`config.mk`:
```
export PLATFORM = sky130hd
export DESIGN_NAME = three_gas_sensor_scorer_top
export DESIGN_NICKNAME = d
export VERILOG_FILES = /design/src/rtl/gss_pkg.sv /design/src/rtl/three_gas_sensor_scorer_top.sv /design/src/rtl/gss_lane.sv /design/src/rtl/gss_merge.sv
export SDC_FILE = /design/constraint.sdc
export NUM_CORES = 2
export LEC_CHECK = 0
export ABC_CLOCK_PERIOD_IN_PS = 7300
export BUFFER_PORTS_ARGS = -buffer_cell sky130_fd_sc_hd__buf_2
export CAP_MARGIN = 20
export CORE_MARGIN = 10
export CORE_UTILIZATION = 43
export CTS_CLUSTER_DIAMETER = 200
export CTS_CLUSTER_SIZE = 16
export DETAILED_ROUTE_END_ITERATION = 7
export GPL_TIMING_DRIVEN = 0
export SYNTH_ARGS = -nofsm -noshare
export SYNTH_HDL_FRONTEND = slang
export SYNTH_SLANG_ARGS = --single-unit
```
`constraint.sdc`:
```
create_clock -name aclk -period 7.3 [get_ports aclk]
set_clock_uncertainty 0.1 [all_clocks]
set_input_delay 0.73 -clock aclk [delete_from_list [all_inputs] [get_ports aclk]]
set_output_delay 0.73 -clock aclk [all_outputs]
set_load 0.01 [all_outputs]
```
`src/rtl/gss_pkg.sv`:
```
// ----------------------------------------------------------------------------
// gss_pkg: shared constants and types of the three-sensor gas scorer
// Widths, register indexes, spans, score weights and thresholds.
// ----------------------------------------------------------------------------
package gss_pkg;

    localparam int SAMPLE_BITS = 12;
    localparam int FRAC_BITS   = 8;
    localparam int FILT_W      = SAMPLE_BITS + FRAC_BITS;
    localparam int ALPHA_W     = 9;
    localparam int ACC_W       = FILT_W + ALPHA_W + 1;
    localparam int BASE_W      = 12;
    localparam int DIFF_W      = (SAMPLE_BITS > BASE_W) ? SAMPLE_BITS : BASE_W;
    localparam int SPAN_W      = 9;
    localparam int SCORE_W     = 7;
    localparam int TOTAL_W     = 11;
    localparam int RESULT_W    = 10;
    localparam int IN_DATA_W   = ((3 * SAMPLE_BITS + 7) / 8) * 8;
    localparam int OUT_DATA_W  = 16;
    localparam int CFG_IDX_W   = 2;
    localparam int CFG_DATA_W  = 12;

    localparam logic [ALPHA_W-1:0] ONE_Q = ALPHA_W'(1 << FRAC_BITS);

    localparam logic [CFG_IDX_W-1:0] REG_BASE_AMMONIA = 2'd0;
    localparam logic [CFG_IDX_W-1:0] REG_BASE_SULFIDE = 2'd1;
    localparam logic [CFG_IDX_W-1:0] REG_BASE_METHANE = 2'd2;
    localparam logic [CFG_IDX_W-1:0] REG_SMOOTHING    = 2'd3;

    localparam logic [BASE_W-1:0]  RST_BASE_AMMONIA = 12'd370;
    localparam logic [BASE_W-1:0]  RST_BASE_SULFIDE = 12'd1970;
    localparam logic [BASE_W-1:0]  RST_BASE_METHANE = 12'd190;
    localparam logic [ALPHA_W-1:0] RST_SMOOTHING    = 9'd77;

    localparam logic [SPAN_W-1:0] SPAN_AMMONIA = 9'd500;
    localparam logic [SPAN_W-1:0] SPAN_SULFIDE = 9'd400;
    localparam logic [SPAN_W-1:0] SPAN_METHANE = 9'd300;

    // score = delta*100/span: delta/5, delta/4, delta/3
    localparam int RECIP_W     = 12;
    localparam int RECIP_SHIFT = 12;
    localparam logic [RECIP_W-1:0] RECIP_FIVE  = 12'd820;
    localparam logic [RECIP_W-1:0] RECIP_THREE = 12'd1366;

    localparam logic [TOTAL_W-1:0] WEIGHT_AMMONIA = 11'd3;
    localparam logic [TOTAL_W-1:0] WEIGHT_SULFIDE = 11'd5;
    localparam logic [TOTAL_W-1:0] WEIGHT_METHANE = 11'd4;

    localparam logic [TOTAL_W-1:0] SCORE_CAP    = 11'd1000;
    localparam logic [TOTAL_W-1:0] DETECT_LIMIT = 11'd150;
    localparam logic [TOTAL_W-1:0] LEVEL_TWO    = 11'd200;
    localparam logic [TOTAL_W-1:0] LEVEL_THREE  = 11'd400;
    localparam logic [TOTAL_W-1:0] LEVEL_FOUR   = 11'd600;
    localparam logic [TOTAL_W-1:0] LEVEL_FIVE   = 11'd800;
    localparam logic [SCORE_W-1:0] METHANE_MIN  = 7'd30;

    localparam logic [2:0] INTENSITY_1 = 3'd1;
    localparam logic [2:0] INTENSITY_2 = 3'd2;
    localparam logic [2:0] INTENSITY_3 = 3'd3;
    localparam logic [2:0] INTENSITY_4 = 3'd4;
    localparam logic [2:0] INTENSITY_5 = 3'd5;

    typedef enum logic [1:0] {
        GAS_NONE    = 2'd0,
        GAS_SULFIDE = 2'd1,
        GAS_AMMONIA = 2'd2,
        GAS_METHANE = 2'd3
    } gas_t;

    typedef struct packed {
        gas_t                dominant_gas;
        logic [2:0]          intensity;
        logic                detected;
        logic [RESULT_W-1:0] score_tenths;
    } result_t;

endpackage

```
`src/rtl/three_gas_sensor_scorer_top.sv`:
```
// ----------------------------------------------------------------------------
// three_gas_sensor_scorer_top: three-sensor gas scorer
// Takes one sample triple per request and returns one scored result per
// request, one request per cycle sustained while the output is not held by
// m_tready. The filter registers load at the edge that accepts a request,
// then the per-sensor score registers and then the output register, which
// presents the result on m_tvalid. The rate is set by the filter update,
// which closes its recurrence combinationally in each lane. The whole
// pipeline holds while a result waits on m_tready. Configuration writes are
// always taken and must be made while no request is in flight.
// ----------------------------------------------------------------------------
module three_gas_sensor_scorer_top (
    input  logic                           aclk,
    input  logic                           aresetn,
    // [11:0] sample_ammonia, [23:12] sample_sulfide, [35:24] sample_methane
    input  logic [gss_pkg::IN_DATA_W-1:0]  s_tdata,
    input  logic                           s_tvalid,
    output logic                           s_tready,
    // [9:0] score_tenths, [10] detected, [13:11] intensity, [15:14] dominant_gas
    output logic [gss_pkg::OUT_DATA_W-1:0] m_tdata,
    output logic                           m_tvalid,
    input  logic                           m_tready,
    input  logic                           cfg_valid,
    output logic                           cfg_ready,
    input  logic [gss_pkg::CFG_IDX_W-1:0]  cfg_index,
    input  logic [gss_pkg::CFG_DATA_W-1:0] cfg_data
);
    import gss_pkg::*;

    logic [BASE_W-1:0]  base_a_reg, base_s_reg, base_m_reg;
    logic [ALPHA_W-1:0] weight_reg;
    logic [ALPHA_W-1:0] alpha;
    logic               v1_reg, v2_reg, out_valid_reg;
    logic               adv;
    logic               accept;
    logic [SPAN_W-1:0]  delta_a, delta_s, delta_m;
    result_t            result;

    assign cfg_ready = 1'b1;
    assign adv       = !out_valid_reg || m_tready;
    assign s_tready  = adv;
    assign accept    = s_tvalid && adv;

    always_ff @(posedge aclk) begin
        if (!aresetn) begin
            base_a_reg <= RST_BASE_AMMONIA;
            base_s_reg <= RST_BASE_SULFIDE;
            base_m_reg <= RST_BASE_METHANE;
            weight_reg <= RST_SMOOTHING;
        end else if (cfg_valid) begin
            case (cfg_index)
                REG_BASE_AMMONIA: base_a_reg <= cfg_data[BASE_W-1:0];
                REG_BASE_SULFIDE: base_s_reg <= cfg_data[BASE_W-1:0];
                REG_BASE_METHANE: base_m_reg <= cfg_data[BASE_W-1:0];
                REG_SMOOTHING:    weight_reg <= cfg_data[ALPHA_W-1:0];
                default: ;
            endcase
        end
    end

    // saturate alpha at one
    assign alpha = (weight_reg > ONE_Q) ? ONE_Q : weight_reg;

    always_ff @(posedge aclk) begin
        if (!aresetn) begin
            v1_reg        <= 1'b0;
            v2_reg        <= 1'b0;
            out_valid_reg <= 1'b0;
        end else if (adv) begin
            v1_reg        <= s_tvalid;
            v2_reg        <= v1_reg;
            out_valid_reg <= v2_reg;
        end
    end

    gss_lane u_lane_ammonia (
        .aclk     (aclk),
        .aresetn  (aresetn),
        .load     (accept),
        .sample   (s_tdata[0 +: SAMPLE_BITS]),
        .alpha    (alpha),
        .baseline (base_a_reg),
        .span     (SPAN_AMMONIA),
        .delta    (delta_a)
    );

    gss_lane u_lane_sulfide (
        .aclk     (aclk),
        .aresetn  (aresetn),
        .load     (accept),
        .sample   (s_tdata[SAMPLE_BITS +: SAMPLE_BITS]),
        .alpha    (alpha),
        .baseline (base_s_reg),
        .span     (SPAN_SULFIDE),
        .delta    (delta_s)
    );

    gss_lane u_lane_methane (
        .aclk     (aclk),
        .aresetn  (aresetn),
        .load     (accept),
        .sample   (s_tdata[2*SAMPLE_BITS +: SAMPLE_BITS]),
        .alpha    (alpha),
        .baseline (base_m_reg),
        .span     (SPAN_METHANE),
        .delta    (delta_m)
    );

    gss_merge u_merge (
        .aclk          (aclk),
        .adv           (adv),
        .delta_ammonia (delta_a),
        .delta_sulfide (delta_s),
        .delta_methane (delta_m),
        .result        (result)
    );

    assign m_tvalid = out_valid_reg;
    assign m_tdata  = OUT_DATA_W'(result);

endmodule

```
`src/rtl/gss_lane.sv`:
```
// ----------------------------------------------------------------------------
// gss_lane: one sensor lane
// Exponential low-pass filter in fixed point, baseline removal and span clamp.
// ----------------------------------------------------------------------------
module gss_lane (
    input  logic                        aclk,
    input  logic                        aresetn,
    input  logic                        load,
    input  logic [gss_pkg::SAMPLE_BITS-1:0] sample,
    input  logic [gss_pkg::ALPHA_W-1:0] alpha,
    input  logic [gss_pkg::BASE_W-1:0]  baseline,
    input  logic [gss_pkg::SPAN_W-1:0]  span,
    output logic [gss_pkg::SPAN_W-1:0]  delta
);
    import gss_pkg::*;

    logic [FILT_W-1:0]      filt_reg;
    logic [FILT_W-1:0]      filt_next;
    logic [ALPHA_W-1:0]     alpha_inv;
    logic [ACC_W-1:0]       acc;
    logic [SAMPLE_BITS-1:0] whole;
    logic [DIFF_W-1:0]      whole_x;
    logic [DIFF_W-1:0]      base_x;
    logic [DIFF_W-1:0]      diff;

    always_comb begin
        alpha_inv = ONE_Q - alpha;
        acc = ACC_W'(alpha) * ACC_W'({sample, {FRAC_BITS{1'b0}}})
            + ACC_W'(alpha_inv) * ACC_W'(filt_reg);
        filt_next = acc[FRAC_BITS +: FILT_W];
    end

    always_ff @(posedge aclk) begin
        if (!aresetn) begin
            filt_reg <= '0;
        end else if (load) begin
            filt_reg <= filt_next;
        end
    end

    always_comb begin
        whole   = filt_reg[FILT_W-1:FRAC_BITS];
        whole_x = DIFF_W'(whole);
        base_x  = DIFF_W'(baseline);
        diff    = (whole_x > base_x) ? (whole_x - base_x) : '0;
        delta   = (diff > DIFF_W'(span)) ? span : diff[SPAN_W-1:0];
    end

endmodule

```
`src/rtl/gss_merge.sv`:
```
// ----------------------------------------------------------------------------
// gss_merge: combine the three lanes
// Per-sensor scores, weighted total with saturation, level and dominant gas.
// ----------------------------------------------------------------------------
module gss_merge (
    input  logic                       aclk,
    input  logic                       adv,
    input  logic [gss_pkg::SPAN_W-1:0] delta_ammonia,
    input  logic [gss_pkg::SPAN_W-1:0] delta_sulfide,
    input  logic [gss_pkg::SPAN_W-1:0] delta_methane,
    output gss_pkg::result_t           result
);
    import gss_pkg::*;

    localparam int PROD_W = SPAN_W + RECIP_W;

    logic [PROD_W-1:0]  prod_a;
    logic [PROD_W-1:0]  prod_m;
    logic [SCORE_W-1:0] sa_next, ss_next, sm_next;
    logic [SCORE_W-1:0] sa_reg, ss_reg, sm_reg;
    logic [TOTAL_W-1:0] sum;
    logic [TOTAL_W-1:0] total;
    result_t            res_next;
    result_t            res_reg;

    always_comb begin
        prod_a  = PROD_W'(delta_ammonia) * PROD_W'(RECIP_FIVE);
        prod_m  = PROD_W'(delta_methane) * PROD_W'(RECIP_THREE);
        sa_next = prod_a[RECIP_SHIFT +: SCORE_W];
        ss_next = SCORE_W'(delta_sulfide >> 2);
        sm_next = prod_m[RECIP_SHIFT +: SCORE_W];
    end

    always_ff @(posedge aclk) begin
        if (adv) begin
            sa_reg  <= sa_next;
            ss_reg  <= ss_next;
            sm_reg  <= sm_next;
            res_reg <= res_next;
        end
    end

    always_comb begin
        sum = TOTAL_W'(sa_reg) * WEIGHT_AMMONIA
            + TOTAL_W'(ss_reg) * WEIGHT_SULFIDE
            + TOTAL_W'(sm_reg) * WEIGHT_METHANE;
        total = (sum > SCORE_CAP) ? SCORE_CAP : sum;

        res_next.score_tenths = total[RESULT_W-1:0];
        res_next.detected     = (total > DETECT_LIMIT);

        if (total < LEVEL_TWO) begin
            res_next.intensity = INTENSITY_1;
        end else if (total < LEVEL_THREE) begin
            res_next.intensity = INTENSITY_2;
        end else if (total < LEVEL_FOUR) begin
            res_next.intensity = INTENSITY_3;
        end else if (total < LEVEL_FIVE) begin
            res_next.intensity = INTENSITY_4;
        end else begin
            res_next.intensity = INTENSITY_5;
        end

        if (ss_reg > sa_reg && ss_reg > sm_reg) begin
            res_next.dominant_gas = GAS_SULFIDE;
        end else if (sa_reg > sm_reg) begin
            res_next.dominant_gas = GAS_AMMONIA;
        end else if (sm_reg > METHANE_MIN) begin
            res_next.dominant_gas = GAS_METHANE;
        end else begin
            res_next.dominant_gas = GAS_NONE;
        end
    end

    assign result = res_reg;

endmodule

```
==> out/qor.txt <==
Vias in the first global route: 30400
Top fanout value on the critical path: 8
Failing checks: negative setup slack
CTS buffer count: 17
H-tree depth: 4
Final setup viols: 5
Root buf cell: clkbuf_16
Area Growth Syn to Fin: 13.4%
R2R depth: 31
Arrival time of the worst setup path: 7640 ps
Average routed wire per standard cell: 19.7 um
Ranking of synthesized cells by area: fa_1, ha_1, inv_1
Placed wire-length estimate: 88400 um
Core ar.: 86800 sq um
Syn Std Cell Area: 37600 sq um
Largest area contributor in the netlist: fa_1
Overflow after GRT: 0
Clk pin slew, worst setup/hold paths: 70 ps
DRT iter0 DRCs: 1858
DRC: 0
CTS tree: done
Routed Antenna Nets: 0
GPL Wtd Cong: 0.966
WHS Path Cells: 2
Via count: 29100
Hold Buf Count CTS: 0
#FFs+latches synth: 145
Tcrit/Tclk final: 102%
Max_slew headroom: 15.9%
Worst-Skew Late Latency: 460 ps
CP required: 7530 ps
Largest net degree at the start of global routing: 42
RSZ-0062 raised after global routing: true
Cell mode on critical path: fa_1
Max-slew violation count: 0
Tightest Pin Transition: 1260 ps
Max-cap viol count: 0
Hold Path Class: flip-flop to flip-flop
Number of synthesized flops with an enable pin: 37
Register area share after synthesis: 8.71%
Vias per inst: 5.16
Fin crit period: 7410 ps
Sink Count: 145
Synth top area share: 37.1%
Share of layout cells above drive strength 1: 10.7%
Syn Inst Count: 4295
Commonest non-fill, non-tap cell in the layout: inv_1
Warnings from Yosys: 0
Port bufs: 58
Worst path max stage delay: 550 ps
Die Span Y: 316 um
Peak Freq: 135 MHz
Setup crit end kind: flip-flop
Status: finished, violations left
Clock buffer depth: 2
Setup Crit Path Kind: flip-flop to flip-flop
Main synth FF type: dfxtp_1
Cell Area, Placed: 39300 sq um
DRT Pass-1 Iters: 6
Avg Cell Area, Syn: 8.75 sq um
Syn_nets: 5465
Setup crit start kind: flip-flop
Final hold vios: 0
Io pins: 78
Fin area: 42600 sq um
Die width: 316 um
Synth async-reset ratio: 0%
Routed WL: 111000 um
Initial core utilization: 43.3%
Distinct cells, synth: 79
Tot GR Track Use: 22.4%
Layout Nets: 5639
Num rows: 108
Most frequent cells in the layout: inv_1, fa_1, nand2_1
First-pass GRT wire length: 172000 um
Die footprint: 99600 sq um
Worst setup margin: -114 ps
Worst path slowest cell: fa_1
Initial antenna violation count: 6
## cells by family (layout without fill, tap and decap cells)
| logic type | after synthesis | count (layout) | synth area share (%) |
|---|---|---|---|
| simple gates | 1384 | 1384 | 18.4 |
| other cells | 1 | 3 | 0.00998 |
| buf+inv | 1054 | 1241 | 10.5 |
| xor+xnor | 159 | 159 | 3.78 |
| mux | 3 | 3 | 0.0866 |
| fa+ha+maj | 1111 | 1111 | 50.9 |
| compound gates | 438 | 438 | 7.53 |
| flops | 145 | 145 | 8.71 |
## through the flow
step / utilization [%] / hold slack [ps] / worst slack [ps] / instances / TNS [ps]
floorplan: - / 331 / 73.5 / 4295 / 0
global placement: 45.3 / 337 / -1830 / 5508 / -45860
detailed placement: 45.3 / 344 / -1840 / 5508 / -47110
CTS: 47.7 / 354 / -68.7 / 5581 / -91.2
global route: 49.1 / 373 / -322 / 5637 / -2140
finish: 49.1 / 350 / -114 / 5639 / -313
## cell usage after synthesis, types with 4 or more instances
cell type	n
a211oi_1	13
a21o_1	49
a21oi_1	172
a31o_2	4
a31oi_1	9
and2_1	473
and3_1	12
and3b_1	5
and4_1	4
buf_1	52
clkbuf_1	138
dfxtp_1	108
edfxtp_1	37
fa_1	696
ha_1	415
inv_1	860
nand2_1	595
nand2b_1	24
nand3_1	44
nand3b_1	6
nand4_1	13
nand4b_1	4
nor2_1	86
nor2b_1	30
nor3_1	39
nor3b_1	7
nor4_1	5
o2111ai_1	5
o211ai_1	27
o21a_1	21
o21ai_0	57
o21ba_2	5
o21bai_1	17
o22ai_1	5
o31a_1	6
o31ai_1	10
or2_2	11
or3_1	17
xnor2_1	95
xor2_1	62
## cell type report
| type | count | area [sq um] |
|---|---|---|
| flip-flops and latches | 145 | 3280 |
| clock inverters | 15 | 180 |
| well taps | 1155 | 1450 |
| fillers | 8290 | 44100 |
| clock buffers | 17 | 425 |
| inverters | 861 | 3240 |
| repair buffers | 162 | 1150 |
| plain buffers | 186 | 1350 |
| diodes | 2 | 5.00 |
| multi-input cells | 3096 | 31500 |
## path summary, 6_finish.rpt
kind,start,to,slack (ps)
setup / recovery,weight_reg[8]$_SDFFE_PN0P_,u_lane_methane.filt_reg[19]$_SDFFE_PN0P_,-110
hold / removal,v2_reg$_SDFFE_PN0N_,v2_reg$_SDFFE_PN0N_,350
setup reg to reg,weight_reg[8]$_SDFFE_PN0P_,u_lane_methane.filt_reg[19]$_SDFFE_PN0P_,-110
hold reg to reg,v2_reg$_SDFFE_PN0N_,v2_reg$_SDFFE_PN0N_,350
## worst max-delay path: cells and delay by family, from the launching register on
kind	cells	cell delay [ps]
AO/OA/AOI/OAI	8	1660
XOR/XNOR	2	430
adder cells (fa/ha/maj)	7	3020
buffers and inverters	9	1040
flip-flops	1	370
AND/OR/NAND/NOR	5	630
## metal layers
metal  vias up  part of all wire, %  track usage [%]
li1      13500                    -                -
met1     14500                   42             28.8
met2       902                   47             36.9
met3       196                  7.0             4.49
met4         4                  4.0             8.23
met5         -                0.018                0
## timing repair
action | 4_1_cts | 5_1_grt
gates cloned | 2 | 1
pin swaps | 57 | 84
endpoints found under the setup margin | 62 | 42
buffers inserted | 41 | 62
resized for setup | 263 | 197
Power is left out: the tool's default activity adds up to more than one toggle a clock period on the data nets, which glitch-free logic cannot reach.
